### src/design/ptt_pkg.sv
// ----------------------------------------------------------------------------
// Periodic task timer table package
// Command codes, decoded operations, table entry and result types.
// ----------------------------------------------------------------------------
package ptt_pkg;

    localparam logic [2:0] CMD_TICK    = 3'd0;
    localparam logic [2:0] CMD_SCAN    = 3'd1;
    localparam logic [2:0] CMD_CREATE  = 3'd2;
    localparam logic [2:0] CMD_DELETE  = 3'd3;
    localparam logic [2:0] CMD_SET_RUN = 3'd4;
    localparam logic [2:0] CMD_SET_PER = 3'd5;

    typedef enum logic [2:0] {
        OP_TICK    = 3'd0,
        OP_SCAN    = 3'd1,
        OP_CREATE  = 3'd2,
        OP_DELETE  = 3'd3,
        OP_SET_RUN = 3'd4,
        OP_SET_PER = 3'd5,
        OP_BAD     = 3'd7
    } t_op;

    typedef struct packed {
        t_op         op;
        logic [7:0]  key;
        logic [15:0] period;
        logic        flag;
    } t_cmd;

    typedef struct packed {
        logic        running;
        logic [15:0] counter;
        logic [15:0] period;
        logic [7:0]  key;
    } t_entry;

    typedef struct packed {
        logic       status;
        logic       due;
        logic [7:0] due_key;
        logic       last;
    } t_result;

endpackage

### src/design/ptt_ram.sv
// ----------------------------------------------------------------------------
// Periodic task timer table RAM
// Generic single write port, single read port memory with registered read.
// ----------------------------------------------------------------------------
module ptt_ram #(
    parameter int WIDTH = 41,
    parameter int DEPTH = 8
) (
    input  logic                                         i_clk,
    input  logic                                         i_we,
    input  logic [((DEPTH > 1) ? $clog2(DEPTH) : 1)-1:0] i_waddr,
    input  logic [WIDTH-1:0]                             i_wdata,
    input  logic [((DEPTH > 1) ? $clog2(DEPTH) : 1)-1:0] i_raddr,
    output logic [WIDTH-1:0]                             o_rdata
);

    logic [WIDTH-1:0] r_mem [DEPTH];
    logic [WIDTH-1:0] r_rdata;

    always_ff @(posedge i_clk) begin
        if (i_we) begin
            r_mem[i_waddr] <= i_wdata;
        end
        r_rdata <= r_mem[i_raddr];
    end

    assign o_rdata = r_rdata;

endmodule

### src/design/ptt_front.sv
// ----------------------------------------------------------------------------
// Periodic task timer table front end
// Accept commands, decode them and hold them in a two-entry queue.
// ----------------------------------------------------------------------------
module ptt_front (
    input  logic          i_clk,
    input  logic          i_rst_n,
    input  logic          i_s_tvalid,
    output logic          o_s_tready,
    input  logic [2:0]    i_command,
    input  logic [7:0]    i_task_key,
    input  logic [15:0]   i_period,
    input  logic          i_run_flag,
    output logic          o_cmd_valid,
    output ptt_pkg::t_cmd o_cmd,
    input  logic          i_cmd_pop
);

    localparam logic [1:0] QFULL = 2'd2;

    ptt_pkg::t_cmd w_cmd;
    ptt_pkg::t_cmd r_q [2];
    logic          r_wp;
    logic          r_rp;
    logic [1:0]    r_fill;
    logic [1:0]    n_fill;
    logic          w_push;
    logic          w_pop;

    always_comb begin
        w_cmd.key    = i_task_key;
        w_cmd.period = i_period;
        w_cmd.flag   = i_run_flag;
        unique case (i_command)
            ptt_pkg::CMD_TICK:    w_cmd.op = ptt_pkg::OP_TICK;
            ptt_pkg::CMD_SCAN:    w_cmd.op = ptt_pkg::OP_SCAN;
            ptt_pkg::CMD_CREATE:  w_cmd.op = ptt_pkg::OP_CREATE;
            ptt_pkg::CMD_DELETE:  w_cmd.op = ptt_pkg::OP_DELETE;
            ptt_pkg::CMD_SET_RUN: w_cmd.op = ptt_pkg::OP_SET_RUN;
            ptt_pkg::CMD_SET_PER: w_cmd.op = ptt_pkg::OP_SET_PER;
            default:              w_cmd.op = ptt_pkg::OP_BAD;
        endcase
    end

    assign o_s_tready  = (r_fill != QFULL);
    assign w_push      = i_s_tvalid && o_s_tready;
    assign o_cmd_valid = (r_fill != 2'd0);
    assign w_pop       = i_cmd_pop && o_cmd_valid;
    assign o_cmd       = r_q[r_rp];

    always_comb begin
        n_fill = r_fill;
        if (w_push && !w_pop) begin
            n_fill = r_fill + 2'd1;
        end else if (w_pop && !w_push) begin
            n_fill = r_fill - 2'd1;
        end
    end

    always_ff @(posedge i_clk) begin
        if (!i_rst_n) begin
            r_wp   <= 1'b0;
            r_rp   <= 1'b0;
            r_fill <= 2'd0;
        end else begin
            r_fill <= n_fill;
            if (w_push) begin
                r_wp <= ~r_wp;
            end
            if (w_pop) begin
                r_rp <= ~r_rp;
            end
        end
    end

    always_ff @(posedge i_clk) begin
        if (w_push) begin
            r_q[r_wp] <= w_cmd;
        end
    end

endmodule

### src/design/ptt_back.sv
// ----------------------------------------------------------------------------
// Periodic task timer table back end
// Execute decoded commands over the task table, reading and then executing one entry at a time.
// ----------------------------------------------------------------------------
module ptt_back #(
    parameter int MAX_TASKS = 8
) (
    input  logic             i_clk,
    input  logic             i_rst_n,
    input  logic             i_cmd_valid,
    input  ptt_pkg::t_cmd    i_cmd,
    output logic             o_cmd_pop,
    output logic             o_res_valid,
    output ptt_pkg::t_result o_res,
    input  logic             i_res_ready
);

    localparam int IW = (MAX_TASKS > 1) ? $clog2(MAX_TASKS) : 1;
    localparam int CW = $clog2(MAX_TASKS + 1);
    localparam int EW = $bits(ptt_pkg::t_entry);

    typedef enum logic [5:0] {
        S_IDLE   = 6'b000001,
        S_READ   = 6'b000010,
        S_EXEC   = 6'b000100,
        S_DEL_RD = 6'b001000,
        S_DEL_WR = 6'b010000,
        S_DONE   = 6'b100000
    } t_state;

    t_state           r_state, n_state;
    logic [CW-1:0]    r_count, n_count;
    logic [CW-1:0]    r_idx, n_idx;
    ptt_pkg::t_cmd    r_cmd, n_cmd;
    logic             r_status, n_status;
    logic             r_pend_v, n_pend_v;
    logic [7:0]       r_pend_key, n_pend_key;
    logic [IW-1:0]    r_found, n_found;
    logic             r_ov, n_ov;
    ptt_pkg::t_result r_res, n_res;
    logic             w_load;
    logic             w_out_free;
    logic [CW-1:0]    w_last_idx;
    logic             w_we;
    logic [IW-1:0]    w_waddr;
    logic [IW-1:0]    w_raddr;
    ptt_pkg::t_entry  w_wdata;
    ptt_pkg::t_entry  w_rd;
    logic [EW-1:0]    w_rdata;
    logic             w_hit;

    ptt_ram #(
        .WIDTH(EW),
        .DEPTH(MAX_TASKS)
    ) u_ram (
        .i_clk   (i_clk),
        .i_we    (w_we),
        .i_waddr (w_waddr),
        .i_wdata (w_wdata),
        .i_raddr (w_raddr),
        .o_rdata (w_rdata)
    );

    assign w_rd       = w_rdata;
    assign w_out_free = !r_ov || i_res_ready;
    assign w_last_idx = CW'(r_count - 1'b1);
    assign w_hit      = (w_rd.counter == 16'd0) && w_rd.running;

    always_comb begin
        n_state    = r_state;
        n_count    = r_count;
        n_idx      = r_idx;
        n_cmd      = r_cmd;
        n_status   = r_status;
        n_pend_v   = r_pend_v;
        n_pend_key = r_pend_key;
        n_found    = r_found;
        n_res      = r_res;
        w_load     = 1'b0;
        w_we       = 1'b0;
        w_waddr    = r_idx[IW-1:0];
        w_wdata    = w_rd;
        w_raddr    = r_idx[IW-1:0];
        o_cmd_pop  = 1'b0;

        unique case (r_state)
            S_IDLE: begin
                if (i_cmd_valid) begin
                    o_cmd_pop = 1'b1;
                    n_cmd     = i_cmd;
                    n_idx     = '0;
                    n_status  = 1'b0;
                    n_pend_v  = 1'b0;
                    n_state   = S_READ;
                    case (i_cmd.op)
                        ptt_pkg::OP_CREATE: begin
                            n_state = S_DONE;
                            if (r_count < CW'(MAX_TASKS)) begin
                                w_we            = 1'b1;
                                w_waddr         = r_count[IW-1:0];
                                w_wdata.running = 1'b1;
                                w_wdata.counter = i_cmd.period;
                                w_wdata.period  = i_cmd.period;
                                w_wdata.key     = i_cmd.key;
                                n_count         = CW'(r_count + 1'b1);
                            end else begin
                                n_status = 1'b1;
                            end
                        end
                        ptt_pkg::OP_BAD: begin
                            n_status = 1'b1;
                            n_state  = S_DONE;
                        end
                        default: begin
                            n_state = S_READ;
                        end
                    endcase
                end
            end
            S_READ: begin
                if (r_idx == r_count) begin
                    n_state = S_DONE;
                    if (r_cmd.op != ptt_pkg::OP_TICK && r_cmd.op != ptt_pkg::OP_SCAN) begin
                        n_status = 1'b1;
                    end
                end else begin
                    n_state = S_EXEC;
                end
            end
            S_EXEC: begin
                case (r_cmd.op) inside
                    ptt_pkg::OP_TICK: begin
                        if (w_rd.counter != 16'd0) begin
                            w_we            = 1'b1;
                            w_wdata.counter = w_rd.counter - 16'd1;
                        end
                        n_idx   = CW'(r_idx + 1'b1);
                        n_state = S_READ;
                    end
                    ptt_pkg::OP_SCAN: begin
                        if (!(w_hit && w_rd.key != 8'd0 && r_pend_v && !w_out_free)) begin
                            if (w_hit) begin
                                w_we            = 1'b1;
                                w_wdata.counter = w_rd.period;
                                if (w_rd.key != 8'd0) begin
                                    if (r_pend_v) begin
                                        w_load        = 1'b1;
                                        n_res.status  = 1'b0;
                                        n_res.due     = 1'b1;
                                        n_res.due_key = r_pend_key;
                                        n_res.last    = 1'b0;
                                    end
                                    n_pend_v   = 1'b1;
                                    n_pend_key = w_rd.key;
                                end
                            end
                            n_idx   = CW'(r_idx + 1'b1);
                            n_state = S_READ;
                        end
                    end
                    ptt_pkg::OP_DELETE, ptt_pkg::OP_SET_RUN, ptt_pkg::OP_SET_PER: begin
                        if (w_rd.key == r_cmd.key) begin
                            n_state = S_DONE;
                            if (r_cmd.op == ptt_pkg::OP_SET_RUN) begin
                                w_we            = 1'b1;
                                w_wdata.running = r_cmd.flag;
                            end else if (r_cmd.op == ptt_pkg::OP_SET_PER) begin
                                w_we            = 1'b1;
                                w_wdata.counter = r_cmd.period;
                                w_wdata.period  = r_cmd.period;
                            end else begin
                                n_found = r_idx[IW-1:0];
                                n_state = S_DEL_RD;
                            end
                        end else begin
                            n_idx   = CW'(r_idx + 1'b1);
                            n_state = S_READ;
                        end
                    end
                    default: begin
                        n_state = S_DONE;
                    end
                endcase
            end
            S_DEL_RD: begin
                w_raddr = w_last_idx[IW-1:0];
                n_state = S_DEL_WR;
            end
            S_DEL_WR: begin
                w_raddr = w_last_idx[IW-1:0];
                w_we    = 1'b1;
                w_waddr = r_found;
                w_wdata = w_rd;
                n_count = w_last_idx;
                n_state = S_DONE;
            end
            S_DONE: begin
                if (w_out_free) begin
                    w_load        = 1'b1;
                    n_res.status  = r_status;
                    n_res.due     = r_pend_v;
                    n_res.due_key = r_pend_v ? r_pend_key : 8'd0;
                    n_res.last    = 1'b1;
                    n_pend_v      = 1'b0;
                    n_state       = S_IDLE;
                end
            end
            default: begin
                n_state = S_IDLE;
            end
        endcase
    end

    always_comb begin
        n_ov = r_ov;
        if (w_load) begin
            n_ov = 1'b1;
        end else if (i_res_ready) begin
            n_ov = 1'b0;
        end
    end

    always_ff @(posedge i_clk) begin
        if (!i_rst_n) begin
            r_state  <= S_IDLE;
            r_count  <= '0;
            r_idx    <= '0;
            r_pend_v <= 1'b0;
            r_ov     <= 1'b0;
        end else begin
            r_state  <= n_state;
            r_count  <= n_count;
            r_idx    <= n_idx;
            r_pend_v <= n_pend_v;
            r_ov     <= n_ov;
        end
    end

    always_ff @(posedge i_clk) begin
        r_cmd      <= n_cmd;
        r_status   <= n_status;
        r_pend_key <= n_pend_key;
        r_found    <= n_found;
        r_res      <= n_res;
    end

    assign o_res_valid = r_ov;
    assign o_res       = r_res;

`ifndef NO_ASSERTIONS
    a_count_range: assert property (@(posedge i_clk) disable iff (!i_rst_n)
        r_count <= CW'(MAX_TASKS))
        else $error("task count above table size");

    a_exec_order: assert property (@(posedge i_clk) disable iff (!i_rst_n)
        (r_state == S_EXEC) |-> ($past(r_state) == S_READ || $past(r_state) == S_EXEC))
        else $error("entry executed without a read");

    a_pend_scan: assert property (@(posedge i_clk) disable iff (!i_rst_n)
        r_pend_v |-> (r_cmd.op == ptt_pkg::OP_SCAN))
        else $error("pending due key outside a run scan");

    a_delete_nonempty: assert property (@(posedge i_clk) disable iff (!i_rst_n)
        (r_state == S_DEL_WR) |-> (r_count != '0))
        else $error("delete move on an empty table");
`endif

endmodule

### src/design/periodic_task_timer_table_top.sv
// Create and invalid commands go from the idle state straight to the done state;
// tick, run scan and key lookups walk the table with a read state and an execute
// state per entry; delete adds a read and a write state for the move of the last entry.
// The back end takes a new command only once the one in progress has loaded its result.
// Two commands queue behind the one in progress; the result register frees the back end.
// Reset: synchronous, active low; clears the task count, queue and handshake state.
// ----------------------------------------------------------------------------
// Periodic task timer table
// Table of periodic tasks with tick, run scan, create, delete and update commands.
// ----------------------------------------------------------------------------
module periodic_task_timer_table_top #(
    parameter int MAX_TASKS = 8
) (
    input  logic        i_clk,
    input  logic        i_rst_n,
    input  logic        i_s_tvalid,
    output logic        o_s_tready,
    input  logic [31:0] i_s_tdata,  // task_key[7:0], period[23:8], run_flag[24], zero
    input  logic [2:0]  i_s_tuser,  // command[2:0]
    output logic        o_m_tvalid,
    input  logic        i_m_tready,
    output logic [15:0] o_m_tdata,  // status[0], due_key[8:1], zero
    output logic        o_m_tuser,  // due[0]
    output logic        o_m_tlast
);

    logic             w_cmd_valid;
    logic             w_cmd_pop;
    ptt_pkg::t_cmd    w_cmd;
    ptt_pkg::t_result w_res;

    ptt_front u_front (
        .i_clk       (i_clk),
        .i_rst_n     (i_rst_n),
        .i_s_tvalid  (i_s_tvalid),
        .o_s_tready  (o_s_tready),
        .i_command   (i_s_tuser),
        .i_task_key  (i_s_tdata[7:0]),
        .i_period    (i_s_tdata[23:8]),
        .i_run_flag  (i_s_tdata[24]),
        .o_cmd_valid (w_cmd_valid),
        .o_cmd       (w_cmd),
        .i_cmd_pop   (w_cmd_pop)
    );

    ptt_back #(
        .MAX_TASKS(MAX_TASKS)
    ) u_back (
        .i_clk       (i_clk),
        .i_rst_n     (i_rst_n),
        .i_cmd_valid (w_cmd_valid),
        .i_cmd       (w_cmd),
        .o_cmd_pop   (w_cmd_pop),
        .o_res_valid (o_m_tvalid),
        .o_res       (w_res),
        .i_res_ready (i_m_tready)
    );

    assign o_m_tdata = {7'd0, w_res.due_key, w_res.status};
    assign o_m_tuser = w_res.due;
    assign o_m_tlast = w_res.last;

endmodule
### config.mk
export PLATFORM = sky130hd
export DESIGN_NAME = periodic_task_timer_table_top
export DESIGN_NICKNAME = d
export VERILOG_FILES = /design/src/design/ptt_pkg.sv /design/src/design/ptt_ram.sv /design/src/design/ptt_front.sv /design/src/design/ptt_back.sv /design/src/design/periodic_task_timer_table_top.sv
export SDC_FILE = /design/constraint.sdc
export NUM_CORES = 1
export LEC_CHECK = 0
export BUFFER_PORTS_ARGS = -buffer_cell sky130_fd_sc_hd__buf_2
export CELL_PAD_IN_SITES_DETAIL_PLACEMENT = 1
export CELL_PAD_IN_SITES_GLOBAL_PLACEMENT = 2
export CORE_UTILIZATION = 30
export DETAILED_ROUTE_END_ITERATION = 7
export MAX_ROUTING_LAYER = met4
export PLACE_DENSITY = 0.57
export REMOVE_ABC_BUFFERS = 1
export SYNTH_ARGS = -nofsm -noshare
export SYNTH_HDL_FRONTEND = slang
export SYNTH_HIERARCHICAL = 1
export SYNTH_SLANG_ARGS = --single-unit
### constraint.sdc
create_clock -name i_clk -period 5.8 [get_ports i_clk]
set_input_delay 0 -clock i_clk [delete_from_list [all_inputs] [get_ports i_clk]]
set_output_delay 0 -clock i_clk [all_outputs]
set_load 0.03 [all_outputs]
## Word level (Yosys, flattened, before mapping)

Memories as Yosys holds them, arrays and structs flattened. A register that Yosys moved wholly into a read port is not among the register bits.
Cells that the tools add are included.

| operators by class | value |
|---|---|
| equality and inequality tests | 36 |
| $add $sub $neg | 6 |
| bitwise operators | 7 |
| magnitude comparators | 1 |
| muxes and demuxes | 106 |
| reductions and logical operators | 40 |

Operators with widths:

| operator | count |
|---|---|
| 2-to-1 mux 16 bit | 9 |
| 2-to-1 mux 41 bit | 3 |
| 2-to-1 mux 11 bit | 7 |
| 2-to-1 mux 6 bit | 11 |
| case mux 33 bit (2 select lines) | 1 |
| 2-to-1 mux 32 bit | 2 |
| 2-to-1 mux 1 bit | 44 |
| 2-to-1 mux 4 bit | 9 |
| case mux 6 bit (6 select lines) | 1 |
| 2-to-1 mux 33 bit | 1 |
| case mux 11 bit (2 select lines) | 1 |
| case mux 3 bit (6 select lines) | 1 |
| zero test 16 bit | 1 |
| 2-to-1 mux 8 bit | 2 |
| != test 2 x 1 -> 1 bit, second input constant | 8 |
| case mux 4 bit (2 select lines) | 2 |
| AND reduction 8 bit | 2 |
| nonzero test 16 bit | 1 |
| subtractor 16 x 1 -> 16 bit, second input constant | 1 |
| equality test 3 bit, second input constant | 5 |
| nonzero test 2 bit | 7 |
| equality test 3 x 2 -> 1 bit, second input constant | 4 |
| 2-to-1 mux 3 bit | 4 |
| != test 2 bit, second input constant | 5 |
| other kinds (36) | 64 |

| storage, ports and cells | value |
|---|---|
| input bits | 39 |
| output and inout bits | 20 |
| memories | 2 |
| register bits | 71 |
| memory bits (writable) | 384 |
| word-level logic and storage cells | 217 |

Memory list:

| name | words | bits a word | read ports | clocked after Yosys merged registers in | write ports | line | text |
|---|---|---|---|---|---|---|---|
| u_back.u_ram.r_mem | 8 | 41 | 1 | 1 | 1 | ptt_ram.sv:17 | `logic [WIDTH-1:0] r_mem [DEPTH];` |
| u_front.r_q | 2 | 28 | 1 | 1 | 1 | ptt_front.sv:22 | `ptt_pkg::t_cmd r_q [2];` |

## Logic depth before layout (Yosys ltp)

| logic depth | value |
|---|---|
| word-level depth | 11 |
| depth in mapped cells | 11 |
| depth with buffers taken out | 10 |

## By module

The synthesis kept the hierarchy.

By module, submodules not included:

| module | times used | sequential area each (µm²) | cells an instance | area an instance (µm²) |
|---|---|---|---|---|
| ptt_ram | 1 | 10670.2 | 528 | 13492.9 |
| ptt_back | 1 | 1851.8 | 480 | 4465.5 |
| ptt_front | 1 | 1781.7 | 114 | 2274.7 |
| periodic_task_timer_table_top | 1 | 0.0 | 8 | 56.3 |

## Worst setup path after synthesis

No wires, ideal clock.

| timing | value |
|---|---|
| path kind | register to register |
| start point | register with a tool-made name |
| end point | memory u_back.u_ram.r_mem[4][0], enable pin |
| path slack | -197 ps |
| data arrival time | 5507 ps |
| clock period less this slack | 5997 ps |
| stages on the path, launching flop included | 12 |
| path buffers | 4 |
| library setup time | 490 ps |
| required time | 5310 ps |
| cell sequence | dfxtp_1 buf_2 buf_4 mux2_2 or4b_2 nor4_4 buf_2 buf_2 a22oi_1 nand2_1 nand2_1 nor3_1 |

RTL lines:

| what | line |
|---|---|
| end: declaration | ptt_ram.sv:17 |

==> results.md <==
* Root Buffer: clkbuf_16
* Critical-path top delay cell: or4b_2
* Max-slew violation count at 0
* P_sw at 2.36 mW
* Buffers on Ports at 44
* Final Setup Violations at 0
* RSZ-0062 raised after global routing: no
* HP Class: input port to flip-flop
* Clock skew at 0.0218 ns
* Arrival @ worst endpoint at between 4 and 5 ns
* Synth-to-Final Area Change at 16.7%
* Max Cap Viol at 0
* Layout cell share with drive strength beyond 1 at between 20% and 30%
* Compound-Gate Fraction of Synth Area at 5.41%
* Chip height at 262 um
* GPL Wtd Cong at 0.762
* Syn Std Cell Area at 20300 um^2
* Initial antenna violation count at 0
* Stages on the worst setup path at 8
* Post-Synth Simple-Gate Area at 5.19%
* Register bit total from synthesis at just under 500
* Ports at slightly below 60
* Post-Synth XOR/XNOR Area at 1.17%
* Most frequent cells in the layout: edfxtp_1, mux4_1, mux2_2, dfxtp_1, clkbuf_16
* Core Area at 66300 um^2
* Fmax at around 220 MHz
* DIE WIDTH at 262 um
* Clock Tree Buf Depth at 3
* DRT Pass-1 Iters at 5
* Final core occ at a little over a third
* CTS buffer count at 54
* Slew margin rel. at 26.0%
* Internal cell power at 6.67 mW
* Starting density of the core at 30.6%
* GR Overflow Total at 0
* Period utilization at around four fifths
* Worst path max stage delay at about 0.75 ns
* Post-synthesis mux area share at between 10% and 20%
* Nets at 1278
* Hold path depth at 2
* Combinational share of power at between 10% and 20%
* Total GRT Usage at 15.1%
* Sequential share of power at 49.6%
* Synth cell types at 76
* Num rows at 94
* Vias after detailed routing at 10700
* DP Cell Count at 2008
* Leak at 7.70 nW
* Most common cell after layout, fill and taps aside: edfxtp_1
* Crit start category: flip-flop
* Crit path kind: flip-flop to flip-flop
* Post-Synth Adder-Cell Area at 0.370%
* CP top delay family: simple AND/OR/NAND/NOR gates
* Syn_area_per_cell at ~18 um^2
* Detail Route Antenna Nets at 0
* Hold Vio Cnt, Final at 0
* Critical-path cell list: mux2_2, or4b_2, nor4_4, nor2_1, a221o_1, nand2b_1, nor2_4, buf_4
* Clk pwr share at 37.6%
* CP Capture Type: flip-flop
* Post-synth ARST share at 0%
* Tmin final at 4.56 ns
* Syn. warnings at 6
* Cells after Synth at 1130
* Fin Hold WS at 0.113 ns
* Die ar. at 68700 um^2
* Critical path peak fanout at 40
* Worst Path Buf+Inv at 1
* Number of enable flip-flop cells after synthesis at about 440
* Top FF cell, synth: edfxtp_1
* Status: completed
* Dpl hpwl at 29.4 mm
* Worst-Skew Late Latency at 0.61 ns
* Fin Setup TNS at 0 ns
* Clk slew on worst S/H paths at 0.06 ns
* PD cells at 381 nW/um^2
* Post-Layout Cell Count at 2141
* Largest net degree at the start of global routing at between 40 and 50
* Tightest Pin Transition at approximately 1.1 ns
* Routed WL at 49.6 mm
* CTS tree: done
* Clock Sink Count at around 500
* Largest family of logic cells by synthesized area: multiplexers
* Worst Path Required at 6.03 ns
* Seq/Total Area, Yosys at between 70% and 80%
* Switching Fraction at 26.1%
* Hold_sp: i_s_tdata[9]
* Initial DRC Count at 597
* Drt drc at 0
* First-pass GRT wire length at 73.0 mm
* H-tree depth at 2
* WL per Instance at roughly 23 um
* ANT cells at 0
* Routed vias/inst at 5.00
* Max VDD drop at 0.211 mV
* Cell count of the worst reg-to-reg path at 8
* Vias in the first global route at 11200
[timing repair]
action / 4_1_cts / 5_1_grt
hold endpoints to repair: 77 / 0
hold buffers: 33 / 0
resized for setup: 0 / 0
buffers inserted: 0 / 0
[final timing paths]
path	to	slack, ns
setup / recovery	u_back/u_ram/r_mem[2][34]$_DFFE_PP_	1.24
hold / removal	u_front/r_q[0][2]$_DFFE_PP_	0.11
setup reg to reg	u_back/u_ram/r_mem[2][34]$_DFFE_PP_	1.24
hold reg to reg	u_back/r_pend_key[0]$_DFFE_PP_	0.50
[per-stage QoR]
step | area [um^2] | worst slack (ns) | total power [mW]
finish | 23700 | 1.24 | 9.02
global route | 23700 | 0.992 | 9.39
CTS | 23700 | 1.17 | 9.15
detailed placement | 21600 | 1.19 | 5.69
global placement | 21600 | 1.26 | 5.66
floorplan | 20000 | -1.59 | 5.19
[logic make-up after synthesis]
family,Yosys count
AOI/OAI and AO/OA,151
xor gates and xnor gates,27
adders and majority gates,6
buffers and inverters,93
DFF,497
muxes,163
other,1
and+or+nand+nor,192
[synthesized netlist by cell type, types with 7 or more instances]
library cell,number,area (um^2)
o21ai_0,24,120
nor2b_1,13,81.3
or4_1,7,52.6
buf_2,7,35.0
nand4_1,10,62.6
inv_1,32,120
nor4_1,7,43.8
buf_4,9,67.6
nand2_1,35,131
buf_6,9,101
a21oi_1,21,105
nor2_1,47,176
o31ai_1,10,75.1
nand2b_1,7,43.8
xnor2_1,18,158
nor3_1,12,60.1
o221ai_1,9,78.8
dfxtp_1,62,1240
a22oi_1,18,135
a222oi_1,15,150
clkbuf_1,26,97.6
mux4_1,80,2100
and2_1,7,43.8
edfxtp_1,435,13100
a31oi_1,8,50.1
nand3_1,9,45.0
buf_1,8,30.0
mux2_2,80,901
xor2_1,9,78.8
[registers in the layout, summed over array words and instances, names as in the netlist, named ones only]
name and flops:
u_back/o_res 11, u_back/o_res_valid 1, u_back/r_cmd 28, u_back/r_count 4
u_back/r_found 3, u_back/r_idx 4, u_back/r_pend_key 8, u_back/r_pend_v 1
u_back/r_state 6, u_back/r_status 1, u_back/u_ram/o_rdata 41, u_back/u_ram/r_mem 328
u_front/r_fill 2, u_front/r_q 56, u_front/r_rp 1, u_front/r_wp 1
[final cells by class]
cell class / count / area, um^2
clock buffer: 75 / 1460
timing repair buffer: 101 / 781
clock inverter: 25 / 272
fill: 6625 / 42700
sequential: 497 / 14300
inverter: 33 / 124
multi-input combinational: 546 / 5650
tap: 864 / 1080
[power groups by stage]
| stage | clock network (mW) | logic [mW] | registers, mW |
|---|---|---|---|
| 2_1_floorplan | 0 | 0.706 | 4.48 |
| 3_3_place_gp | 0 | 1.12 | 4.55 |
| 3_5_place_dp | 0 | 1.14 | 4.55 |
| 4_1_cts | 3.51 | 1.17 | 4.48 |
| 5_1_grt | 3.61 | 1.26 | 4.51 |
| 6_report | 3.39 | 1.15 | 4.48 |
[routing by layer]
layer	track usage [%]	part of all wire, %	vias up
li1	-	-	4828
met3	2.00	2.9	67
met4	4.34	1.9	0
met1	19.8	46	5622
met5	-	0	-
met2	24.3	49	178
Power figures use the tool's default switching activity.
